### src/hw/rtl/assert_macros.svh
// Assertion macros shared by the RTL files
`ifndef ASSERT_MACROS_SVH
`define ASSERT_MACROS_SVH

// Property checked at every rising clock edge, masked while reset is high
`define CCFD_ASSERT(label, clk, rst, prop, msg) \
   label: assert property (@(posedge clk) disable iff (rst) (prop)) else $error(msg);

// Condition that must never be true at a rising clock edge outside reset
`define CCFD_NEVER(label, clk, rst, cond, msg) \
   label: assert property (@(posedge clk) disable iff (rst) !(cond)) else $error(msg);

`endif

### src/hw/rtl/ccfd_pkg.sv
// Types, codes and the byte-wide CRC-16 step for the frame deframer
package ccfd_pkg;

   localparam int QUEUE_DEPTH = 4;

   typedef enum logic [2:0] {
      KIND_FRAME_BYTE  = 3'd0,
      KIND_FRAME_GOOD  = 3'd1,
      KIND_BAD_MAGIC   = 3'd2,
      KIND_BAD_VERSION = 3'd3,
      KIND_BAD_CRC     = 3'd4
   } kind_type;

   typedef enum logic [3:0] {
      PH_HUNT    = 4'd0,
      PH_MAGIC2  = 4'd1,
      PH_VERSION = 4'd2,
      PH_SEQ     = 4'd3,
      PH_TYPE    = 4'd4,
      PH_LEN     = 4'd5,
      PH_PAYLOAD = 4'd6,
      PH_CRC_LO  = 4'd7,
      PH_CRC_HI  = 4'd8
   } phase_type;

   localparam logic [2:0] REG_MAGIC_FIRST  = 3'd0;
   localparam logic [2:0] REG_MAGIC_SECOND = 3'd1;
   localparam logic [2:0] REG_VERSION      = 3'd2;
   localparam logic [2:0] REG_CRC_POLY     = 3'd3;
   localparam logic [2:0] REG_CRC_INIT     = 3'd4;
   localparam logic [2:0] REG_CRC_REFLECT  = 3'd5;

   typedef struct packed {
      logic [7:0]  magic_first;
      logic [7:0]  magic_second;
      logic [7:0]  expected_version;
      logic [15:0] crc_polynomial;
      logic [15:0] crc_initial;
      logic        crc_reflected;
   } cfg_type;

   typedef struct packed {
      kind_type   kind;
      logic [7:0] byte_value;
      logic [8:0] byte_position;
      logic [7:0] sequence_number;
      logic [8:0] frame_length;
      logic       last;
   } result_type;

   // Results produced by one accepted byte: zero, one or two
   typedef struct packed {
      logic [1:0] count;
      result_type first;
      result_type second;
   } push_type;

   // One byte through the CRC-16, eight bit steps unrolled
   function automatic logic [15:0] crc_feed(input logic [15:0] acc_in,
                                            input logic [7:0]  data,
                                            input logic [15:0] poly,
                                            input logic        reflected);
      logic [15:0] acc;
      logic [15:0] rpoly;
      int          i;
      for (i = 0; i < 16; i++) begin
         rpoly[15 - i] = poly[i];
      end
      if (reflected) begin
         acc = acc_in ^ {8'h00, data};
         for (i = 0; i < 8; i++) begin
            acc = acc[0] ? ((acc >> 1) ^ rpoly) : (acc >> 1);
         end
      end else begin
         acc = acc_in ^ {data, 8'h00};
         for (i = 0; i < 8; i++) begin
            acc = acc[15] ? ((acc << 1) ^ poly) : (acc << 1);
         end
      end
      return acc;
   endfunction

endpackage

### src/hw/rtl/crc_checked_frame_deframer.sv
// Top level of the CRC-checked frame deframer
//
// Usage: received bytes enter one per beat on the req_ channel. The block
// hunts for the two start bytes, checks the version, then takes sequence,
// type, length, payload and a little-endian CRC-16. Every byte taken into a
// frame comes out on the rsp_ channel as a frame-byte beat with its position;
// a verdict beat (frame good, bad magic, bad version, bad CRC) follows.
// rsp_last marks the final result beat caused by one input byte.
// Throughput: one byte per cycle while req_stall is low; the parse step and
// the byte-wide CRC (eight unrolled bit steps) sit between the parse
// registers and a four-entry result queue, whose head drives rsp_. A byte
// that yields two results needs two output beats, so long runs of such
// bytes go at the rsp_ drain rate.
// Stall: req_stall rises while the queue has room for fewer than two
// results; a stalled rsp_ beat holds its payload.
// Reset (synchronous): parser back to hunting, queue emptied, registers to
// their defaults. CRC polynomial, initial value and bit order are set over
// the APB-style port; write them only while the block is idle.
module crc_checked_frame_deframer (
   input  logic        clock,
   input  logic        reset,
   // input bytes
   input  logic        req_valid,
   output logic        req_stall,
   input  logic [7:0]  req_rx_byte,
   // results
   output logic        rsp_valid,
   input  logic        rsp_stall,
   output logic [2:0]  rsp_kind,
   output logic [7:0]  rsp_byte_value,
   output logic [8:0]  rsp_byte_position,
   output logic [7:0]  rsp_sequence_number,
   output logic [8:0]  rsp_frame_length,
   output logic        rsp_last,
   // configuration
   input  logic        psel,
   input  logic        penable,
   input  logic        pwrite,
   input  logic [4:0]  paddr,
   input  logic [31:0] pwdata,
   output logic [31:0] prdata,
   output logic        pready
);
   import ccfd_pkg::*;

   cfg_type    cfg;
   push_type   push;
   result_type head;
   logic       fire;
   logic       pop;
   logic       not_empty;
   logic       room_for_two;

   // a byte is only taken when both of its possible results fit
   assign req_stall = ~room_for_two;
   assign fire      = req_valid & room_for_two;

   assign rsp_valid = not_empty;
   assign pop       = not_empty & ~rsp_stall;

   assign rsp_kind            = head.kind;
   assign rsp_byte_value      = head.byte_value;
   assign rsp_byte_position   = head.byte_position;
   assign rsp_sequence_number = head.sequence_number;
   assign rsp_frame_length    = head.frame_length;
   assign rsp_last            = head.last;

   ccfd_csr u_csr (
      .clock   (clock),
      .reset   (reset),
      .psel    (psel),
      .penable (penable),
      .pwrite  (pwrite),
      .paddr   (paddr),
      .pwdata  (pwdata),
      .prdata  (prdata),
      .pready  (pready),
      .cfg     (cfg)
   );

   ccfd_parser u_parser (
      .clock   (clock),
      .reset   (reset),
      .fire    (fire),
      .rx_byte (req_rx_byte),
      .cfg     (cfg),
      .push    (push)
   );

   ccfd_rsp_queue u_queue (
      .clock        (clock),
      .reset        (reset),
      .push         (push),
      .pop          (pop),
      .not_empty    (not_empty),
      .room_for_two (room_for_two),
      .head         (head)
   );

endmodule

### src/hw/rtl/ccfd_csr.sv
// Configuration registers behind the APB-style port
module ccfd_csr (
   input  logic             clock,
   input  logic             reset,
   input  logic             psel,
   input  logic             penable,
   input  logic             pwrite,
   input  logic [4:0]       paddr,
   input  logic [31:0]      pwdata,
   output logic [31:0]      prdata,
   output logic             pready,
   output ccfd_pkg::cfg_type cfg
);
   import ccfd_pkg::*;

   cfg_type    cfg_ff;
   cfg_type    cfg_in;
   logic       wr_en;
   logic [2:0] reg_index;

   assign pready    = 1'b1;
   assign wr_en     = psel & penable & pwrite;
   assign reg_index = paddr[4:2];
   assign cfg       = cfg_ff;

   always_comb begin
      cfg_in = cfg_ff;
      if (wr_en) begin
         case (reg_index)
            REG_MAGIC_FIRST:  cfg_in.magic_first      = pwdata[7:0];
            REG_MAGIC_SECOND: cfg_in.magic_second     = pwdata[7:0];
            REG_VERSION:      cfg_in.expected_version = pwdata[7:0];
            REG_CRC_POLY:     cfg_in.crc_polynomial   = pwdata[15:0];
            REG_CRC_INIT:     cfg_in.crc_initial      = pwdata[15:0];
            REG_CRC_REFLECT:  cfg_in.crc_reflected    = pwdata[0];
            default:          cfg_in = cfg_ff;
         endcase
      end
   end

   always_comb begin
      case (reg_index)
         REG_MAGIC_FIRST:  prdata = {24'h0, cfg_ff.magic_first};
         REG_MAGIC_SECOND: prdata = {24'h0, cfg_ff.magic_second};
         REG_VERSION:      prdata = {24'h0, cfg_ff.expected_version};
         REG_CRC_POLY:     prdata = {16'h0, cfg_ff.crc_polynomial};
         REG_CRC_INIT:     prdata = {16'h0, cfg_ff.crc_initial};
         REG_CRC_REFLECT:  prdata = {31'h0, cfg_ff.crc_reflected};
         default:          prdata = 32'h0;
      endcase
   end

   always_ff @(posedge clock) begin
      if (reset) begin
         cfg_ff.magic_first      <= 8'd170;
         cfg_ff.magic_second     <= 8'd85;
         cfg_ff.expected_version <= 8'd1;
         cfg_ff.crc_polynomial   <= 16'h1021;
         cfg_ff.crc_initial      <= 16'hFFFF;
         cfg_ff.crc_reflected    <= 1'b0;
      end else begin
         cfg_ff <= cfg_in;
      end
   end

endmodule

### src/hw/rtl/ccfd_parser.sv
// Frame parse state machine with incremental CRC-16
module ccfd_parser (
   input  logic              clock,
   input  logic              reset,
   input  logic              fire,
   input  logic [7:0]        rx_byte,
   input  ccfd_pkg::cfg_type cfg,
   output ccfd_pkg::push_type push
);
   import ccfd_pkg::*;

   phase_type   phase_ff,  phase_in;
   logic [8:0]  pos_ff,    pos_in;
   logic [7:0]  pcount_ff, pcount_in;
   logic [7:0]  plen_ff,   plen_in;
   logic [7:0]  seq_ff,    seq_in;
   logic [15:0] crc_ff,    crc_in;
   logic [7:0]  crclo_ff,  crclo_in;

   logic        is_m1, is_m2, is_ver, crc_ok;
   logic [15:0] crc_next;
   logic [7:0]  pcount_inc;
   logic [8:0]  pos_inc;
   result_type  echo_cur, echo_zero, verdict;
   result_type  res0, res1;
   logic [1:0]  n_res;

   assign is_m1      = (rx_byte == cfg.magic_first);
   assign is_m2      = (rx_byte == cfg.magic_second);
   assign is_ver     = (rx_byte == cfg.expected_version);
   assign crc_ok     = ({rx_byte, crclo_ff} == crc_ff);
   assign crc_next   = crc_feed(crc_ff, rx_byte, cfg.crc_polynomial, cfg.crc_reflected);
   assign pcount_inc = pcount_ff + 8'd1;
   assign pos_inc    = pos_ff + 9'd1;

   // next state
   always_comb begin
      phase_in  = phase_ff;
      pos_in    = pos_inc;
      pcount_in = pcount_ff;
      plen_in   = plen_ff;
      seq_in    = seq_ff;
      crc_in    = crc_ff;
      crclo_in  = crclo_ff;
      case (phase_ff)
         PH_MAGIC2: begin
            if (is_m2) begin
               phase_in = PH_VERSION;
            end else begin
               pcount_in = 8'd0;
               if (is_m1) begin
                  pos_in   = 9'd1;
                  crc_in   = cfg.crc_initial;
                  phase_in = PH_MAGIC2;
               end else begin
                  pos_in   = 9'd0;
                  phase_in = PH_HUNT;
               end
            end
         end
         PH_VERSION: begin
            if (is_ver) begin
               crc_in   = crc_next;
               phase_in = PH_SEQ;
            end else begin
               pos_in    = 9'd0;
               pcount_in = 8'd0;
               phase_in  = PH_HUNT;
            end
         end
         PH_SEQ: begin
            seq_in   = rx_byte;
            crc_in   = crc_next;
            phase_in = PH_TYPE;
         end
         PH_TYPE: begin
            crc_in   = crc_next;
            phase_in = PH_LEN;
         end
         PH_LEN: begin
            plen_in   = rx_byte;
            crc_in    = crc_next;
            pcount_in = 8'd0;
            phase_in  = (rx_byte == 8'd0) ? PH_CRC_LO : PH_PAYLOAD;
         end
         PH_PAYLOAD: begin
            crc_in    = crc_next;
            pcount_in = pcount_inc;
            if (pcount_inc >= plen_ff) phase_in = PH_CRC_LO;
         end
         PH_CRC_LO: begin
            crclo_in = rx_byte;
            phase_in = PH_CRC_HI;
         end
         PH_CRC_HI: begin
            pos_in    = 9'd0;
            pcount_in = 8'd0;
            phase_in  = PH_HUNT;
         end
         default: begin
            // hunting, unused codes included
            phase_in = PH_HUNT;
            pos_in   = pos_ff;
            if (is_m1) begin
               pos_in   = 9'd1;
               crc_in   = cfg.crc_initial;
               phase_in = PH_MAGIC2;
            end
         end
      endcase
   end

   // result items
   always_comb begin
      echo_cur               = '0;
      echo_cur.kind          = KIND_FRAME_BYTE;
      echo_cur.byte_value    = rx_byte;
      echo_cur.byte_position = pos_ff;
      echo_zero               = echo_cur;
      echo_zero.byte_position = 9'd0;
      verdict = '0;
      if (crc_ok) begin
         verdict.kind         = KIND_FRAME_GOOD;
         verdict.frame_length = {1'b0, plen_ff} + 9'd8;
      end else begin
         verdict.kind            = KIND_BAD_CRC;
         verdict.sequence_number = seq_ff;
      end
      res0  = echo_cur;
      res1  = '0;
      n_res = 2'd1;
      case (phase_ff)
         PH_MAGIC2: begin
            if (!is_m2) begin
               res0      = '0;
               res0.kind = KIND_BAD_MAGIC;
               if (is_m1) begin
                  res1  = echo_zero;
                  n_res = 2'd2;
               end
            end
         end
         PH_VERSION: begin
            if (!is_ver) begin
               res1.kind = KIND_BAD_VERSION;
               n_res     = 2'd2;
            end
         end
         PH_SEQ, PH_TYPE, PH_LEN, PH_PAYLOAD, PH_CRC_LO: begin
            n_res = 2'd1;
         end
         PH_CRC_HI: begin
            res1  = verdict;
            n_res = 2'd2;
         end
         default: begin
            res0  = echo_zero;
            n_res = is_m1 ? 2'd1 : 2'd0;
         end
      endcase
      res0.last = (n_res == 2'd1);
      res1.last = 1'b1;
   end

   assign push.count  = fire ? n_res : 2'd0;
   assign push.first  = res0;
   assign push.second = res1;

   always_ff @(posedge clock) begin
      if (reset) begin
         phase_ff  <= PH_HUNT;
         pos_ff    <= 9'd0;
         pcount_ff <= 8'd0;
         plen_ff   <= 8'd0;
         seq_ff    <= 8'd0;
         crc_ff    <= 16'hFFFF;
         crclo_ff  <= 8'd0;
      end else if (fire) begin
         phase_ff  <= phase_in;
         pos_ff    <= pos_in;
         pcount_ff <= pcount_in;
         plen_ff   <= plen_in;
         seq_ff    <= seq_in;
         crc_ff    <= crc_in;
         crclo_ff  <= crclo_in;
      end
   end

`include "assert_macros.svh"

   `CCFD_ASSERT(a_frame_end_rehunt, clock, reset, (fire && phase_ff == PH_CRC_HI) |=> (phase_ff == PH_HUNT && pos_ff == 9'd0), "parser did not return to hunt after CRC high byte")
   `CCFD_NEVER(a_last_on_first, clock, reset, (push.count == 2'd2 && push.first.last), "last set on first of two results")

endmodule

### src/hw/rtl/ccfd_rsp_queue.sv
// Small result queue: takes up to two results a cycle, hands out one
module ccfd_rsp_queue (
   input  logic                clock,
   input  logic                reset,
   input  ccfd_pkg::push_type  push,
   input  logic                pop,
   output logic                not_empty,
   output logic                room_for_two,
   output ccfd_pkg::result_type head
);
   import ccfd_pkg::*;

   result_type entry_ff [QUEUE_DEPTH];
   logic [1:0] wr_ptr_ff, wr_ptr_in;
   logic [1:0] rd_ptr_ff, rd_ptr_in;
   logic [2:0] count_ff,  count_in;
   logic [1:0] wr_ptr_nx;

   assign wr_ptr_nx    = wr_ptr_ff + 2'd1;
   assign not_empty    = (count_ff != 3'd0);
   assign room_for_two = (count_ff <= 3'(QUEUE_DEPTH - 2));
   assign head         = entry_ff[rd_ptr_ff];

   assign wr_ptr_in = wr_ptr_ff + push.count;
   assign rd_ptr_in = rd_ptr_ff + {1'b0, pop};
   assign count_in  = count_ff + {1'b0, push.count} - {2'b00, pop};

   always_ff @(posedge clock) begin
      if (push.count != 2'd0) entry_ff[wr_ptr_ff] <= push.first;
      if (push.count == 2'd2) entry_ff[wr_ptr_nx] <= push.second;
   end

   always_ff @(posedge clock) begin
      if (reset) begin
         wr_ptr_ff <= 2'd0;
         rd_ptr_ff <= 2'd0;
         count_ff  <= 3'd0;
      end else begin
         wr_ptr_ff <= wr_ptr_in;
         rd_ptr_ff <= rd_ptr_in;
         count_ff  <= count_in;
      end
   end

`include "assert_macros.svh"

   `CCFD_NEVER(a_overflow, clock, reset, ({1'b0, count_ff} + {2'b00, push.count} > 4'(QUEUE_DEPTH)), "result queue overflow")
   `CCFD_NEVER(a_underflow, clock, reset, (pop && count_ff == 3'd0), "result queue pop while empty")
   `CCFD_ASSERT(a_idle_stays_empty, clock, reset, (count_ff == 3'd0 && push.count == 2'd0) |=> (count_ff == 3'd0), "queue filled with no push")

endmodule
### config.mk
export PLATFORM = sky130hd
export DESIGN_NAME = crc_checked_frame_deframer
export DESIGN_NICKNAME = d
export VERILOG_FILES = /design/src/hw/rtl/ccfd_pkg.sv /design/src/hw/rtl/crc_checked_frame_deframer.sv /design/src/hw/rtl/ccfd_csr.sv /design/src/hw/rtl/ccfd_parser.sv /design/src/hw/rtl/ccfd_rsp_queue.sv
export VERILOG_INCLUDE_DIRS = /design/src /design/src/hw/rtl
export SDC_FILE = /design/constraint.sdc
export NUM_CORES = 1
export LEC_CHECK = 0
export CAP_MARGIN = 20
export CORE_MARGIN = 1
export CORE_UTILIZATION = 40
export DETAILED_ROUTE_END_ITERATION = 12
export DONT_BUFFER_PORTS = 1
export SLEW_MARGIN = 20
export SYNTH_ARGS = -nofsm -noshare
export SYNTH_HDL_FRONTEND = slang
export SYNTH_SLANG_ARGS = --single-unit
### constraint.sdc
create_clock -name clock -period 5.5 [get_ports clock]
set_input_delay 1.65 -clock clock [delete_from_list [all_inputs] [get_ports clock]]
set_output_delay 1.65 -clock clock [all_outputs]
set_load 0.01 [all_outputs]
==> run summary <==
first-pass GRT wire length = 83400 µm
Syn Inst Count = 2073
Period minus WS final = 5.04 ns
total gr overflow = 0
vias = 14.8k
Worst Clk Skew = 0.0171 ns
Max-Cap Viols = 0
Sw Share = 27.0%
number of synthesized register bits = 277
FP Rows = 78
Least-Margin Pin Slew = 1.06 ns
WP data required = 5.90 ns
core area = 45500 µm²
Cell Pwr Density = 268 nW/µm²
CP Capture Type = flip-flop
finished layout cell area = 20200 µm²
Clk pwr share = 43.7%
Hold-fix buffers, CTS = 0
Placed Area = 19100 µm²
FILL cells = 4416
vias in the first global route = 14.4k
ANT cells = 0
die area = 47100 µm²
Total GRT Usage = 22.6%
drt first pass iters = 4
initial DRC count = 1188
clk_lat worst skew = 0.56 ns
# IOs = 125
most frequent cells in the layout = 348 x nand2_1, 195 x xnor2_1, 162 x nor2_1, 162 x dfxtp_1, 122 x a21oi_1
Arr. time, crit path = 5.44 ns
maximum fanout along the worst path = 14
Max Buffers Root-to-Sink = 3
Final ANT Viol Nets = 0
Slowest-stage cell, CP = a21oi_2
area of the multi-input gates = 11000 µm²
Fin. Hold Viols = 0
most common cell after layout, fill and taps aside = nand2_1
drt total wl = 53200 µm
CTS buffer count = 35
type of the worst min-delay path = flip-flop to flip-flop
Routability Congestion = 0.914
Fmax = 199 MHz
Seq/Total Area, Yosys = 36.0%
largest net degree at the start of global routing = 121
Finish-stage setup viols = 0
nets@finish = 2088
CTS tree = done
final core utilization = 44.5%
critical path's largest stage delay = 0.47 ns
CTS resizes = 0
async set-reset flop share out of synthesis = 0%
CTS Sinks = 277
Pleak = 7.19 nW
clk root buf = clkbuf_16
Worst VDD drop = 0.215 mV
Cell Area, Synth = 18500 µm²
NetSw = 1.46 mW
critical-path cell list = xor2_4, a21oi_1, o21a_1, o311a_1, a211oi_2, buf_4, mux2i_1, and3_4, o211ai_1, a21oi_2, or2_1, nand2_2, xnor2_1, a211oi_1
Tcrit/Tclk final = 91.6%
Starting Density = 40.7%
Most used DFF post-synth = dfxtp_1
Area Overhead vs Synth = 9.48%
initial antenna violation count = 0
Seq pwr share = 40.2%
Comb pwr share = 16.1%
Setup CP Type = input pin to flip-flop
clock transition at the registers of the reported paths = 0.06 ns
Synthesis Warnings = 0
final worst slack = 0.463 ns
Port-buffer cells = 0
H-tree levels = 2
Yosys cell types = 98
CP top delay family = compound AO/OA/AOI/OAI gates
detailed placement HPWL = 37200 µm
Setup crit start kind = input pin
height of the die = 217 µm
pre-CTS WS = -0.0119 ns
RSZ-0062 raised after global routing = no
Wirelength per Cell = 20.1 µm
status = completed
internal power = 3.97 mW
Max transition margin = 29.0%
layout cell share with drive strength beyond 1 = 10.8%
register area = 6670 µm²
Setup Fix Bufs, Post-CTS = 0
CP Buf/Inv Count = 1
syn_area_per_cell = 8.92 µm²
count of flip-flops with a built-in enable after synthesis = 112
Die W = 217 µm
drt via density = 5.61
fin. max-slew vios = 0
DRC viols = 0
kinds of logic (layout without fill, tap and decap cells):
family	after synthesis	count (layout)	synth area share, %
xor+xnor	285	285	15.8
compound gates	357	357	12.7
fa+ha+maj	17	17	1.19
mux	103	103	8.23
other cells	2	17	0.0406
flops	277	277	36.0
buf+inv	210	167	5.09
simple gates	822	822	20.9
per-stage QoR:
stage | std cells | hold slack, ns | setup TNS, ns | power [mW]
floorplan | 2088 | 0.433 | 0 | 2.95
global placement | 2582 | 0.439 | 0 | 3.09
detailed placement | 2582 | 0.447 | -0.0119 | 3.10
CTS | 2645 | 0.454 | 0 | 5.48
global route | 2645 | 0.469 | 0 | 5.62
finish | 2645 | 0.451 | 0 | 5.43
metal layers:
layer | vias to the layer above | global-route usage (%) | routed length [µm]
met3 | 74 | 3.62 | 3470
met5 | - | 0 | 0
met1 | 7231 | 30.8 | 23800
met4 | 0 | 6.67 | 1260
met2 | 485 | 36.8 | 24700
li1 | 7049 | - | -
worst paths after layout:
kind                                                           start                                   end  slack, ns  cells past startpoint
worst max-delay path                                  req_rx_byte[7]       u_parser.crc_ff[7]$_SDFFE_PP1P_       0.46                     14
worst min-delay path            u_queue.entry_ff[2][25]$_SDFFE_PP0N_  u_queue.entry_ff[2][25]$_SDFFE_PP0N_       0.45                      2
worst max register to register            u_csr.cfg[32]$_SDFFE_PP0P_       u_parser.crc_ff[7]$_SDFFE_PP1P_       0.91                     15
worst min register to register  u_queue.entry_ff[2][25]$_SDFFE_PP0N_  u_queue.entry_ff[2][25]$_SDFFE_PP0N_       0.45                      2
cells in the mapped netlist (all sizes together), types with 30 or more instances:
master,number,area share [%]
o21ai,64,1.7
a21oi,123,3.3
xnor2,207,10
nand3,43,1.2
mux2i,61,3.3
nor3,40,1.1
nand2,352,7.2
mux4,38,4.6
and2,57,1.9
buf,68,2.2
clkbuf,112,2.3
nor2,164,3.4
inv,30,0.61
edfxtp,112,18
dfxtp,165,18
xor2,61,3.3
nor2b,68,2.3
worst reg2reg max path: stages (launching register included):
cell and delay [ns]:
dfxtp_2 0.70, inv_1 0.21, buf_4 0.28, nor3_1 0.36
o21a_1 0.20, o31ai_1 0.10, a211oi_2 0.32, buf_4 0.27
mux2i_1 0.26, and3_4 0.24, o211ai_1 0.13, a21oi_2 0.48
or2_1 0.45, nand2_2 0.10, xnor2_1 0.25, a211oi_1 0.11
sequential cells by signal, indices dropped and copies added, names as in the netlist:
signal and cells:
u_parser.pcount_ff 8, u_parser.crc_ff 16, u_csr.cfg 57, u_parser.crclo_ff 8
u_queue.rd_ptr_ff 2, u_parser.pos_ff 9, u_queue.count_ff 3, u_parser.plen_ff 8
u_parser.phase_ff 4, u_queue.wr_ptr_ff 2, u_queue.entry_ff 152, u_parser.seq_ff 8
power groups by stage:
stage | Sequential, mW | Clock [mW] | Combinational (mW)
after floorplan | 2.20 | 0 | 0.755
after global placement | 2.23 | 0 | 0.859
after detailed placement | 2.23 | 0 | 0.873
after CTS | 2.18 | 2.42 | 0.877
after global routing | 2.19 | 2.49 | 0.947
final | 2.18 | 2.37 | 0.875
area by class of cell:
class	instances	area share, %
clock buffer	44	4.69
clock inverter	19	1.21
inverter	30	0.556
multi-input combinational	1601	54.1
sequential	277	32.9
tap	600	3.71
timing repair buffer	74	2.81
Note: power is estimated with default switching activity, not from simulation.
